**config.mk**
```make
export PLATFORM = sky130hd
export DESIGN_NAME = json_string_unescape_top
export DESIGN_NICKNAME = d
export VERILOG_FILES = /design/src/design/jsu_pkg.sv /design/src/design/json_string_unescape_top.sv
export VERILOG_INCLUDE_DIRS = /design/src /design/src/design
export SDC_FILE = /design/constraint.sdc
export NUM_CORES = 1
export LEC_CHECK = 0
export ABC_AREA = 0
export BUFFER_PORTS_ARGS = -buffer_cell sky130_fd_sc_hd__buf_4
export CORE_AREA = 2 2 70 85
export CTS_CLUSTER_DIAMETER = 100
export DETAILED_ROUTE_END_ITERATION = 10
export DIE_AREA = 0 0 72 87
export PLACE_DENSITY_LB_ADDON = 0.1
export SYNTH_ARGS = -nofsm -noshare
export SYNTH_HDL_FRONTEND = slang
export SYNTH_SLANG_ARGS = --single-unit
```
**constraint.sdc**
```tcl
create_clock -name clk -period 3 [get_ports clk]
set_input_delay 0 -clock clk [delete_from_list [all_inputs] [get_ports clk]]
set_output_delay 0 -clock clk [all_outputs]
set_load 0.02 [all_outputs]
```
**src/design/json_string_unescape_top_defines.svh**
```systemverilog
// assertion macros used by json_string_unescape_top
`ifndef JSON_STRING_UNESCAPE_TOP_DEFINES_SVH
`define JSON_STRING_UNESCAPE_TOP_DEFINES_SVH

// same-cycle implication, checked outside reset
`define JSU_ASSERT_NOW(label, cond, prop) \
  label: assert property (@(posedge clk) disable iff (rst) (cond) |-> (prop)) \
    else $error("jsu assertion failed");

// next-cycle implication, checked outside reset
`define JSU_ASSERT_NEXT(label, cond, prop) \
  label: assert property (@(posedge clk) disable iff (rst) (cond) |=> (prop)) \
    else $error("jsu assertion failed");

`endif

```
**src/design/jsu_pkg.sv**
```systemverilog
`default_nettype none

package jsu_pkg;

  // status codes
  localparam logic [1:0] ST_OK        = 2'd0;
  localparam logic [1:0] ST_INVALID   = 2'd1;
  localparam logic [1:0] ST_EXHAUSTED = 2'd2;

  // characters with a special role
  localparam logic [7:0] CH_QUOTE     = 8'h22;
  localparam logic [7:0] CH_BACKSLASH = 8'h5C;
  localparam logic [7:0] CH_SLASH     = 8'h2F;
  localparam logic [7:0] CH_B         = 8'h62;
  localparam logic [7:0] CH_F         = 8'h66;
  localparam logic [7:0] CH_N         = 8'h6E;
  localparam logic [7:0] CH_R         = 8'h72;
  localparam logic [7:0] CH_T         = 8'h74;
  localparam logic [7:0] CH_U         = 8'h75;

  // control codes for the short escapes
  localparam logic [7:0] CC_BS = 8'h08;
  localparam logic [7:0] CC_FF = 8'h0C;
  localparam logic [7:0] CC_LF = 8'h0A;
  localparam logic [7:0] CC_CR = 8'h0D;
  localparam logic [7:0] CC_HT = 8'h09;

  // digits in a u escape
  localparam logic [2:0] HEX_DIGITS = 3'd4;

  typedef struct packed {
    logic [7:0] in_byte;
    logic       input_exhausted;
  } in_word_t;

  typedef struct packed {
    logic [7:0] byte_high;
    logic [7:0] byte_low;
    logic [1:0] byte_count;
    logic       string_end;
    logic [1:0] status;
  } out_word_t;

  // hex digit value in [3:0], bit 4 set when not a hex digit
  function automatic logic [4:0] hex_value(input logic [7:0] b);
    logic [4:0] v;
    v = 5'h10;
    if (b >= 8'h30 && b <= 8'h39) begin
      v = {1'b0, 4'(b - 8'h30)};
    end else if (b >= 8'h41 && b <= 8'h46) begin
      v = {1'b0, 4'(b - 8'h37)};
    end else if (b >= 8'h61 && b <= 8'h66) begin
      v = {1'b0, 4'(b - 8'h57)};
    end
    return v;
  endfunction

endpackage

`default_nettype wire

```
**src/design/json_string_unescape_top.sv**
```systemverilog
`default_nettype none
// channel   | direction | payload      | handshake
// ----------+-----------+--------------+---------------------
// in        | input     | in_word_t    | in_valid / in_ready
// out       | output    | out_word_t   | out_valid / out_ready
//
// one word per cycle while in_ready is high: each word is decoded combinationally
// against the escape state; its result lands in the output or skid register
// a two-entry output (main register plus skid register) lets a new word in
// while a result waits; in_ready drops only when the skid register is full
// synchronous active-high reset clears the escape state and both valid bits
// words that yield no result (backslash, u, inner hex digits) only update state
module json_string_unescape_top (
  input  wire                   clk,
  input  wire                   rst,
  input  wire                   in_valid,
  output logic                  in_ready,
  input  wire jsu_pkg::in_word_t in_word,
  output logic                  out_valid,
  input  wire                   out_ready,
  output jsu_pkg::out_word_t    out_word
);
  import jsu_pkg::*;

  `include "json_string_unescape_top_defines.svh"

  // escape state
  logic        escape_pending, escape_pending_next;
  logic [2:0]  hex_left, hex_left_next;
  logic [15:0] hex_acc, hex_acc_next;

  // skid register behind the output register
  logic        skid_valid;
  out_word_t   skid_word;

  // result of the word at the input
  logic        res_valid;
  out_word_t   res;
  logic [4:0]  hv;

  logic        in_acc;
  logic        push;
  logic        pop;

  assign in_ready = !skid_valid;
  assign in_acc   = in_valid && in_ready;
  assign push     = in_acc && res_valid;
  assign pop      = out_valid && out_ready;

  // decode one byte against the current escape state
  always_comb begin
    escape_pending_next = escape_pending;
    hex_left_next       = hex_left;
    hex_acc_next        = hex_acc;
    res_valid           = 1'b0;
    res                 = '0;
    hv                  = hex_value(in_word.in_byte);
    priority if (in_word.input_exhausted) begin
      // source ran dry, whatever the state
      escape_pending_next = 1'b0;
      hex_left_next       = '0;
      res_valid           = 1'b1;
      res.status          = ST_EXHAUSTED;
    end else if (hex_left != 3'd0) begin
      // inside a u escape
      if (hv[4]) begin
        hex_left_next = '0;
        res_valid     = 1'b1;
        res.status    = ST_INVALID;
      end else begin
        hex_acc_next  = {hex_acc[11:0], hv[3:0]};
        hex_left_next = hex_left - 3'd1;
        if (hex_left == 3'd1) begin
          // last digit: emit the code, high byte first
          res_valid      = 1'b1;
          res.byte_high  = hex_acc_next[15:8];
          res.byte_low   = hex_acc_next[7:0];
          res.byte_count = 2'd2;
          res.status     = ST_OK;
        end
      end
    end else if (escape_pending) begin
      // escape letter
      escape_pending_next = 1'b0;
      res_valid           = 1'b1;
      res.byte_count      = 2'd1;
      res.status          = ST_OK;
      unique case (in_word.in_byte)
        CH_QUOTE:     res.byte_low = CH_QUOTE;
        CH_BACKSLASH: res.byte_low = CH_BACKSLASH;
        CH_SLASH:     res.byte_low = CH_SLASH;
        CH_B:         res.byte_low = CC_BS;
        CH_F:         res.byte_low = CC_FF;
        CH_N:         res.byte_low = CC_LF;
        CH_R:         res.byte_low = CC_CR;
        CH_T:         res.byte_low = CC_HT;
        CH_U: begin
          // start collecting hex digits, no result yet
          res_valid      = 1'b0;
          res.byte_count = 2'd0;
          hex_left_next  = HEX_DIGITS;
          hex_acc_next   = '0;
        end
        default: begin
          res.byte_count = 2'd0;
          res.status     = ST_INVALID;
        end
      endcase
    end else if (in_word.in_byte == CH_QUOTE) begin
      // closing quote
      res_valid      = 1'b1;
      res.string_end = 1'b1;
      res.status     = ST_OK;
    end else if (in_word.in_byte == CH_BACKSLASH) begin
      escape_pending_next = 1'b1;
    end else begin
      // plain byte passes through
      res_valid      = 1'b1;
      res.byte_low   = in_word.in_byte;
      res.byte_count = 2'd1;
      res.status     = ST_OK;
    end
  end

  // escape state registers
  always_ff @(posedge clk) begin
    if (rst) begin
      escape_pending <= 1'b0;
      hex_left       <= '0;
    end else if (in_acc) begin
      escape_pending <= escape_pending_next;
      hex_left       <= hex_left_next;
    end
  end

  // accumulator is cleared on entry to a u escape
  always_ff @(posedge clk) begin
    if (rst) begin
      hex_acc <= '0;
    end else if (in_acc) begin
      hex_acc <= hex_acc_next;
    end
  end

  // output register and skid register valid bits
  always_ff @(posedge clk) begin
    if (rst) begin
      out_valid  <= 1'b0;
      skid_valid <= 1'b0;
    end else if (!out_valid || pop) begin
      if (skid_valid) begin
        out_valid  <= 1'b1;
        skid_valid <= push;
      end else begin
        out_valid  <= push;
      end
    end else if (push) begin
      // output stalled: park the new result
      skid_valid <= 1'b1;
    end
  end

  // result payloads
  always_ff @(posedge clk) begin
    if (!out_valid || pop) begin
      if (skid_valid) begin
        out_word  <= skid_word;
        skid_word <= res;
      end else begin
        out_word  <= res;
      end
    end else if (push) begin
      skid_word <= res;
    end
  end

  // the skid register only fills behind a held output
  `JSU_ASSERT_NOW(a_skid_behind_out, skid_valid, out_valid)
  // a u escape never counts more than four digits
  `JSU_ASSERT_NOW(a_hex_left_range, 1'b1, hex_left <= HEX_DIGITS)
  // an escape letter and a hex digit are never awaited together
  `JSU_ASSERT_NOW(a_esc_hex_exclusive, hex_left != 3'd0, !escape_pending)
  // a full skid register blocks the input on the next cycle too unless drained
  `JSU_ASSERT_NEXT(a_skid_holds, skid_valid && !out_ready, skid_valid && !in_ready)

endmodule

`default_nettype wire
```
Word-level counts from Yosys, hierarchy flattened
Index checks and enable logic that the tools add are counted.
{"block": "totals", "ff_bits": 60, "wordCells": 111, "out_inout_bits": 23, "in_bits": 13}
{"block": "classes", "eq_ne": 13, "reduce_logical": 21, "magnitude_cmp": 6, "n_mux": 51, "bitwise_logic": 1, "add_sub_neg": 4}
{"op": "21-bit two-way mux", "n": 4}
{"op": "8-bit by 7-bit == test with 1-bit output, second input constant", "n": 7}
{"op": "7-bit case mux with 8 select lines", "n": 1}
{"op": "12-bit two-way mux", "n": 4}
{"op": "10-bit two-way mux", "n": 4}
{"op": "18-bit two-way mux", "n": 2}
{"op": "1-bit two-way mux", "n": 24}
{"op": "19-bit two-way mux", "n": 1}
{"op": "8-bit by 6-bit == test with 1-bit output, second input constant", "n": 2}
{"op": "8-bit by 7-bit >= comparator with 1-bit output, second input constant", "n": 2}
{"op": "8-bit by 7-bit <= comparator with 1-bit output, second input constant", "n": 2}
{"op": "3-bit two-way mux", "n": 5}
{"op": "5-bit two-way mux", "n": 3}
{"op": "3-bit nonzero test", "n": 3}
{"op": "9-bit OR reduction", "n": 1}
{"op": "8-bit by 6-bit >= comparator with 1-bit output, second input constant", "n": 1}
{"op": "8-bit by 6-bit <= comparator with 1-bit output, second input constant", "n": 1}
{"op": "8-bit two-way mux", "n": 1}
{"op": "8-bit OR reduction", "n": 1}
{"op": "4-bit by 3-bit subtractor with 4-bit output, second input constant", "n": 2}
{"op": "1-bit logical AND", "n": 6}
{"op": "2-bit inequality test, second input constant", "n": 3}
{"op": "2-bit nonzero test", "n": 3}
{"op": "5-bit AND reduction", "n": 1}
{"op": "other kinds (9)", "n": 12}

Logic depth before layout (Yosys ltp)
Gate-level depths: netlist of run 1.
{"block": "logic_depth", "word_depth": 11, "ltp_mapped": 8, "depth_no_buf": 8}

Least setup slack after synthesis of run 1
Ideal clock, no wire load.
{"block": "synth_path", "kind": "reg2reg", "startpoint": "reg hex_left[0]", "endpoint": "reg skid_word[0] in the netlist's numbering (enable)", "arrival_ns": 2.346, "synth_period_minus_slack_ns": 2.745, "slack_ns": 0.255, "path_stages_with_launch": 8, "required_ns": 2.601, "n_path_buf": 1, "setup_time_ns": 0.399, "cell_sequence": "dfxtp_1 > inv_1 > ha_1 > nor2b_1 > clkbuf_1 > nor3_1 > nor3_1 > nor2_1"}
{"block": "synth_between", "elab_chain_len": 8, "word_cells_on_any_way": 9, "classes_between": "1 x eq/ne; 4 x mux; 4 x reduce/logical"}
{"item": "start, declared", "line": "json_string_unescape_top.sv:29", "rtl": "logic [2:0] hex_left, hex_left_next;"}
{"item": "start signal, assigned", "line": "json_string_unescape_top.sv:132", "rtl": "hex_left <= hex_left_next;"}
{"item": "3-bit by 1-bit == test with 1-bit output", "line": "json_string_unescape_top.sv:73", "rtl": "if (hex_left == 3'd1) begin"}
{"item": "1-bit two-way mux", "line": "json_string_unescape_top.sv:73"}
{"item": "1-bit two-way mux", "line": "json_string_unescape_top.sv:66", "rtl": "if (hv[4]) begin"}
{"item": "1-bit two-way mux (*)", "line": "json_string_unescape_top.sv:64", "rtl": "end else if (hex_left != 3'd0) begin"}
{"item": "1-bit two-way mux (*)", "line": "json_string_unescape_top.sv:58", "rtl": "priority if (in_word.input_exhausted) begin"}
{"item": "1-bit logical AND (*)", "line": "json_string_unescape_top.sv:47", "rtl": "assign push = in_acc && res_valid;"}
{"item": "2-bit nonzero test (no line) (*)"}
{"item": "2-bit AND reduction (no line) (*)"}
{"item": "end signal, assigned", "line": "json_string_unescape_top.sv:168", "rtl": "skid_word <= res;"}
{"item": "end signal, assigned", "line": "json_string_unescape_top.sv:173", "rtl": "skid_word <= res;"}
{"item": "end, declared", "line": "json_string_unescape_top.sv:34", "rtl": "out_word_t skid_word;"}
Every way passes the cells marked *; elsewhere a longest branch is shown, timed or not.
A chain may end at the register's enable or synchronous reset.

Worst setup path in the final report of run 1
{"block": "layout_path", "startpoint": "reg hex_left[0]", "endpoint": "reg skid_word[3] in the netlist's numbering (enable)"}
The elaborated chain is that of the path after synthesis.

==> results of run 1 <==
layout by cell type, fill, tap and decap left out, drive strengths merged, types with 5 or more instances in the layout:
master    n
mux2     14
inv       9
nand2b    6
nand3     5
a22o     11
edfxtp   42
a31oi     6
o31ai     6
buf      38
a21oi     9
dfxtp    18
nor2     20
o2bb2ai   5
clkbuf    9
nor4      6
and2      8
clkinv    6
o21ai    13
ha        7
nor3      7
nand2    12
flip-flops by register name (all words and copies together), names as in the netlist:
register and cells:
out_word 21, skid_word 21, hex_acc 12, hex_left 3, escape_pending 1, out_valid 1, skid_valid 1
logic make-up (layout without fill, tap and decap cells):
kind of cell    count (synthesis)  after routing  share of synthesized area
compound gates                 74             74                     0.1761
mux                            17             17                    0.06130
fa+ha+maj                       7              7                    0.02861
flops                          60             60                     0.5296
buf+inv                        22             65                    0.02861
simple gates                   87             87                     0.1757
synthesized netlist by cell type, types with 2 or more instances:
master	number	area, um2
sky130_fd_sc_hd__a211oi_1	3	22.52
sky130_fd_sc_hd__a21o_1	2	15.01
sky130_fd_sc_hd__a21oi_1	8	40.04
sky130_fd_sc_hd__a221o_1	2	20.02
sky130_fd_sc_hd__a22o_1	11	96.34
sky130_fd_sc_hd__a22oi_1	2	15.01
sky130_fd_sc_hd__a31o_2	3	26.28
sky130_fd_sc_hd__a31oi_1	6	37.54
sky130_fd_sc_hd__and2_1	8	50.05
sky130_fd_sc_hd__and3_1	2	12.51
sky130_fd_sc_hd__buf_2	4	20.02
sky130_fd_sc_hd__clkbuf_1	8	30.03
sky130_fd_sc_hd__dfxtp_1	18	360.4
sky130_fd_sc_hd__edfxtp_1	42	1261
sky130_fd_sc_hd__ha_1	7	87.58
sky130_fd_sc_hd__inv_1	7	26.28
sky130_fd_sc_hd__mux2_2	14	157.7
sky130_fd_sc_hd__mux2i_1	3	30.03
sky130_fd_sc_hd__nand2_1	12	45.04
sky130_fd_sc_hd__nand2b_1	6	37.54
sky130_fd_sc_hd__nand3_1	5	25.02
sky130_fd_sc_hd__nand4bb_1	2	22.52
sky130_fd_sc_hd__nor2_1	19	71.32
sky130_fd_sc_hd__nor2b_1	4	25.02
sky130_fd_sc_hd__nor3_1	6	30.03
sky130_fd_sc_hd__nor4_1	5	31.28
sky130_fd_sc_hd__nor4bb_1	2	20.02
sky130_fd_sc_hd__o21ai_0	10	50.05
sky130_fd_sc_hd__o21ai_1	3	15.01
sky130_fd_sc_hd__o21ba_2	2	20.02
sky130_fd_sc_hd__o2bb2ai_1	5	43.79
sky130_fd_sc_hd__o31ai_1	6	45.04
stage by stage:
stage               power (mW)  setup WS [ns]
floorplan                1.058         0.2550
global placement         1.128         0.7044
detailed placement       1.131         0.6546
CTS                      1.848         0.6453
global route             1.902         0.3642
finish                   1.831         0.6181
final timing paths:
path	slack, ns	end
hold / removal	0.03	skid_valid
hold reg to reg	0.47	hex_acc[9]
setup reg to reg	0.62	skid_word[3]
setup / recovery	0.62	skid_word[3]
critical path, delay by kind of cell, from the launching register on:
kind	cells	cell delay, ns
adder cells (fa/ha/maj)	1	0.20
buffers and inverters	2	0.31
flip-flops	1	0.33
AND/OR/NAND/NOR	4	1.27
report_power, final:
part | internal, mW | switching [mW] | leakage [nW]
sequential | 0.917 | 0.00766 | 0.576
combinational | 0.0756 | 0.115 | 0.709
clock | 0.387 | 0.329 | 0.104
total | 1.38 | 0.451 | 1.39
what timing repair did:
action / in CTS / in global routing
setup endpoints to repair: 0 / 0
buffers inserted: 0 / 0
hold buffers: 2 / 0
hold endpoints to repair: 4 / 0
final cells by class:
class                           count  area, um2  area share
Sequential cell                    60       1622      0.4514
Multi-Input combinational cell    185       1353      0.3765
Timing Repair Buffer               40      305.3     0.08499
Clock buffer                        9      123.9     0.03448
Tap cell                           64      80.08     0.02229
Clock inverter                      7      75.07     0.02090
Inverter                            9      33.78    0.009404
per-layer routing:
metal / up-vias / track usage
met2: 76 / 0.3384
met1: 1072 / 0.2871
li1: 1111 / -
met4: 0 / 0.1046
met5: - / 0
met3: 20 / 0.05093
==> out/metrics.csv, run 1 <==
metric,value,unit
number of global-route vias before repair,2112,
overall die height,87,um
relative max-transition margin,0.5417,
Horiz. Die Dim,72,um
leakage,1.388,nW
Synthesized Nets,287,
post-route design area,3592,um2
critical-path maximum fanout,21,
wire length of the first global-routing pass,10450,um
post-detailed-placement cell area,3373,um2
proportion of register bits with asynchronous set or reset after synthesis,0,
Synth-to-Final Area Change,17.33,%
CTS H-Tree Depth,3,
half-perimeter wire length after placement,4592,um
share of the yosys chip area belonging to registers,0.5296,
max-capacitance violation count,0,
number of DRC violations after detailed-routing iteration 0,116,
"Slowest-stage cell, CP",sky130_fd_sc_hd__nor2b_1,
Filler cells,451,
total length of routed wires,6385,um
Worst Skew,0.008208,ns
sum of negative setup slack,0,ns
GR Overflow Total,0,
detail-routed via count per cell,6.094,
fraction of layout cells with a size suffix above 1,0.2742,
final core area utilization,0.6510,
Finish-stage setup viols,0,
worst hold slack after final layout,0.02771,ns
placer congestion estimate,0.9335,
cell count after placement,356,
IO Count,36,
Main synth FF type,sky130_fd_sc_hd__edfxtp_1,
antenna violations before repair,0,
DR vias,2279,
WL met3,325,um
antenna diode count,0,
top routing layer used,met4,
r2r startpoint,hex_left[0],
unrepaired setup endpoints after global routing,no,
CTS tree,built,
post-route antenna net violation count,0,
maximum clock insertion buffer count,2,
classification of the worst setup path,flop to flop,
DR WL met2,3031,um
Period minus WS final,2.382,ns
Hold Path Origin,in_valid,
Tightest Hold Check Type,primary input to flop,
initial cell density of the core,0.5549,
wire per inst,17.07,um
portion of the clock cycle consumed by the worst path in the final layout,0.7940,
gate count of the mapped netlist,267,
largest net degree at the start of global routing,26,
endpoints failing hold,0,
area of the core,5518,um2
non-filler instance count after layout,374,
number of enable flip-flop cells after synthesis,42,
Worst Tran Pin Value,0.6861,ns
residual DRC count,0,
Synth cell types,62,
number of cells on the worst hold path,3,
count of input and output buffers,35,
sequence of cells on the critical path,inv_1 -> ha_1 -> nor2b_1 -> nor3_1 -> nor3_1 -> nor2_1 -> buf_4,
final-report max-slew violation count,0,
critical path endpoint category,flop,
status,finished clean,
mean area per synthesized cell,11.47,um2
flip-flop and latch count after synthesis,60,
Total GRT Usage,0.2177,
DR pass1 iterations,4,
total number of placement rows,30,
"Arr. time, crit path",2.45,ns
cell occurring most often along the worst timing path,sky130_fd_sc_hd__nor3_1,
Critical Path Max Stage Delay,0.58,ns
data required time of the worst path,3.07,ns
Reg2Reg Depth,7,
launching instance or port of the critical path,hex_left[0],
floorplan die area,6264,um2
TritonCTS Buffers,9,
Clock Pin Slew Worst Setup and Hold Paths,0.07,ns
clock tree root buffer cell,sky130_fd_sc_hd__clkbuf_8,
crit start category,flop,
worst skew pair latency,0.33,ns
routed metal-1 wirelength,2855,um
largest vdd supply drop,0.0004057,V
Final Net Count,325,
max frequency,419.8,MHz
number of gates resized after CTS,0,
synthesized cell area,3062,um2
Syn. warnings,0,
clock sink count,60,
pwr/cell area,509.7,nW/um2
Power figures use the tool's default switching activity.
==> run 2, diff against run 1 <==
--- a/config.mk
+++ b/config.mk
@@ -6,12 +6,12 @@
 export SDC_FILE = /design/constraint.sdc
 export NUM_CORES = 1
 export LEC_CHECK = 0
-export ABC_AREA = 0
+export ABC_AREA = 1
 export BUFFER_PORTS_ARGS = -buffer_cell sky130_fd_sc_hd__buf_4
-export CORE_AREA = 2 2 70 85
+export CORE_AREA = 2 2 72 87
 export CTS_CLUSTER_DIAMETER = 100
 export DETAILED_ROUTE_END_ITERATION = 10
-export DIE_AREA = 0 0 72 87
+export DIE_AREA = 0 0 74 89
 export PLACE_DENSITY_LB_ADDON = 0.1
 export SYNTH_ARGS = -nofsm -noshare
 export SYNTH_HDL_FRONTEND = slang
==> constraint.sdc (replaced) <==
create_clock -name clk -period 2.3 [get_ports clk]
set_input_delay 0 -clock clk [delete_from_list [all_inputs] [get_ports clk]]
set_output_delay 0 -clock clk [all_outputs]
set_load 0.02 [all_outputs]
==> run 2 against run 1 <==
Compared with the run above:
- sequential share of layout area shrank 2.8 points
- cell count grew 44%
- highest routed layer unchanged
- core utilization grew 2.5 points
- area after synthesis grew 5.6%
- critical path type unchanged
- fmax grew 16%
- non-clock buffer count grew 5
- largest power group unchanged
==> out/metrics.csv, run 2 <==
metric,value,unit,change
worst hold slack after final layout,0.1126,ns,+0.08485 ns
count of input and output buffers,35,,unchanged
largest vdd supply drop,0.0004194,V,+3.4%
top routing layer used,met4,,
number of cells on the worst hold path,4,,+1
GR Overflow Total,0,,unchanged
Tightest Hold Check Type,primary input to flop,,
antenna violations before repair,0,,unchanged
top cell type's share of synthesized area,0.3901,,-0.02184
fraction of layout cells with a size suffix above 1,0.1772,,-0.09695
endpoints failing hold,0,,unchanged
data required time of the worst path,2.34,ns,-0.73 ns
maximum clock insertion buffer count,2,,unchanged
CTS tree,built,,
CTS H-Tree Depth,3,,unchanged
Filler cells,476,,+5.5%
max frequency,487.5,MHz,+16%
critical path endpoint category,flop,,
Synthesized Nets,427,,+49%
flip-flop and latch count after synthesis,60,,unchanged
leakage,1.681,nW,+21%
end of the worst hold path,escape_pending,,
multi-input gate area in the final layout,1414,um2,+4.5%
post-detailed-placement cell area,3621,um2,+7.3%
Period minus WS final,2.051,ns,-0.3305 ns
wire per inst,13.31,um,-22%
antenna diode count,0,,unchanged
DR WL met2,3553,um,+17%
largest net degree at the start of global routing,23,,-12%
WL met3,317,um,-2.5%
unrepaired setup endpoints after global routing,no,,
launching instance or port of the critical path,hex_left[0],,
number of enable flip-flop cells after synthesis,42,,unchanged
non-filler instance count after layout,537,,+44%
floorplan die area,6586,um2,+5.1%
final-report max-slew violation count,0,,unchanged
number of global-route vias before repair,2638,,+25%
clock sink count,60,,unchanged
"Arr. time, crit path",2.09,ns,-0.36 ns
"most common cell after layout, fill and taps aside",sky130_fd_sc_hd__nand2_1,,
total number of placement rows,30,,unchanged
Seq. cell area,1622,um2,unchanged
TritonCTS Buffers,9,,unchanged
DR vias,2730,,+20%
leading registers by flop count,"out_word: 21 flops, skid_word: 21 flops, hex_acc: 12 flops",,
mean area per synthesized cell,7.944,um2,-31%
sum of negative setup slack,0,ns,unchanged
final core area utilization,0.6764,,+0.02536
Finish-stage setup viols,0,,unchanged
post-route design area,3834,um2,+6.7%
initial cell density of the core,0.5704,,+0.01554
worst skew pair latency,0.33,ns,about the same
Synth top cells by count,"sky130_fd_sc_hd__nand2_1, sky130_fd_sc_hd__nor2_1, sky130_fd_sc_hd__edfxtp_1, sky130_fd_sc_hd__inv_1, sky130_fd_sc_hd__a21oi_1",,
number of gates resized after CTS,0,,unchanged
most frequent cells in the layout,"sky130_fd_sc_hd__nand2_1, sky130_fd_sc_hd__nor2_1, sky130_fd_sc_hd__buf_4, sky130_fd_sc_hd__edfxtp_1, sky130_fd_sc_hd__inv_1",,
Final Net Count,472,,+45%
area of the core,5668,um2,+2.7%
Reg2Reg Depth,10,,+3
routed metal-1 wirelength,3037,um,+6.4%
clock tree root buffer cell,sky130_fd_sc_hd__clkbuf_8,,
wire length of the first global-routing pass,12140,um,+16%
portion of the clock cycle consumed by the worst path in the final layout,0.8919,,+0.09792
Horiz. Die Dim,74,um,+2.8%
status,finished clean,,
gate count of the mapped netlist,407,,+52%
synthesized cell area,3233,um2,+5.6%
number of DRC violations after detailed-routing iteration 0,208,,+79%
total length of routed wires,7148,um,+12%
Syn. warnings,0,,unchanged
pwr/cell area,625.6,nW/um2,+23%
IO Count,36,,unchanged
placer congestion estimate,0.9697,,+3.9%
critical-path maximum fanout,21,,unchanged
share of the yosys chip area belonging to registers,0.5015,,-0.02808
crit start category,flop,,
DR pass1 iterations,4,,unchanged
residual DRC count,0,,unchanged
post-route antenna net violation count,0,,unchanged
setup slack on the worst flop-to-flop path,0.25,ns,-0.37 ns
reg-to-reg critical path endpoint,skid_word[1],,
Worst Tran Pin Value,0.3927,ns,-0.2934 ns
detail-routed via count per cell,5.084,,-17%
Clock Pin Slew Worst Setup and Hold Paths,0.07,ns,about the same
classification of the worst setup path,flop to flop,,
Total GRT Usage,0.2475,,+0.02975
Worst Skew,0.003913,ns,-0.004296 ns
Synth area leaders,"sky130_fd_sc_hd__edfxtp_1, sky130_fd_sc_hd__nand2_1, sky130_fd_sc_hd__dfxtp_1",,
half-perimeter wire length after placement,5375,um,+17%
r2r startpoint,hex_left[0],,
most repeated cell in the gate-level netlist after synthesis,sky130_fd_sc_hd__nand2_1,,
max-capacitance violation count,0,,unchanged
relative max-transition margin,0.7374,,+0.1957
Hold Path Origin,in_valid,,
Main synth FF type,sky130_fd_sc_hd__edfxtp_1,,
overall die height,89,um,+2.3%
Yosys top cell by area,sky130_fd_sc_hd__edfxtp_1,,
proportion of register bits with asynchronous set or reset after synthesis,0,,unchanged
Synth-to-Final Area Change,18.58,%,
cell count after placement,519,,+46%
Synth cell types,33,,-47%
## run 2: cell types whose count changed after synthesis, sizes merged, moves of 11 or more
cell	previous run	this run
inv	8	36
nor2	20	58
a22o	11	0
nand3	5	23
mux2	14	0
a21oi	9	22
nand2	12	157
## run 2: power by group
group | leakage, nW | internal, mW | switching [mW]
registers | 0.569 | 1.21 | 0.0123
logic | 1.01 | 0.0921 | 0.164
clock network | 0.0967 | 0.523 | 0.400
total | 1.68 | 1.82 | 0.576
## run 2: layout make-up
class	instances	area share
clock buffers	11	0.03688
clock inverters	5	0.01338
inverters	40	0.03916
multi-input cells	296	0.3688
flip-flops and latches	60	0.4230
well taps	80	0.02611
repair buffers	45	0.09269
## run 2: repair_timing
item | CTS | global route
hold buffers | 2 | 0
endpoints found under the hold margin | 18 | 0
setup buffers | 0 | 0
## run 2: worst max path at each step
stage,endpoint,slack (ns)
global route,skid_word[13],0.1
finish,skid_word[1],0.25
global placement,skid_word[2],0.34
CTS,skid_word[1],0.24
detailed placement,skid_word[6],0.26
floorplan,skid_word[0],0.06
## run 2: per-stage QoR
step / worst slack, ns / power, mW
finish: 0.2487 / 2.399
global route: 0.09523 / 2.492
CTS: 0.2407 / 2.420
detailed placement: 0.2601 / 1.496
global placement: 0.3399 / 1.493
floorplan: 0.06271 / 1.394
## run 2: logic make-up (layout without fill, tap and decap cells)
group,Yosys count,in the layout,share of synthesized area
buf+inv,51,101,0.06463
compound gates,38,38,0.06231
flops,60,60,0.5015
xor+xnor,1,1,0.002709
fa+ha+maj,7,7,0.02709
simple gates,250,250,0.3417
## run 2: layer usage
metal | track usage | vias to the layer above
met1 | 0.3030 | 1223
li1 | - | 1397
met5 | 0 | -
met2 | 0.4058 | 90
met4 | 0.1355 | 0
met3 | 0.05299 | 20
## run 2: worst max-delay path, stage by stage (launching register included)
cell and delay, ns:
sky130_fd_sc_hd__dfxtp_1 0.36, sky130_fd_sc_hd__inv_1 0.08, sky130_fd_sc_hd__ha_1 0.21, sky130_fd_sc_hd__inv_2 0.09, sky130_fd_sc_hd__nor2_1 0.09, sky130_fd_sc_hd__buf_4 0.16
sky130_fd_sc_hd__o21ai_0 0.17, sky130_fd_sc_hd__nand3b_1 0.13, sky130_fd_sc_hd__nand2_1 0.11, sky130_fd_sc_hd__a21oi_4 0.16, sky130_fd_sc_hd__buf_12 0.18
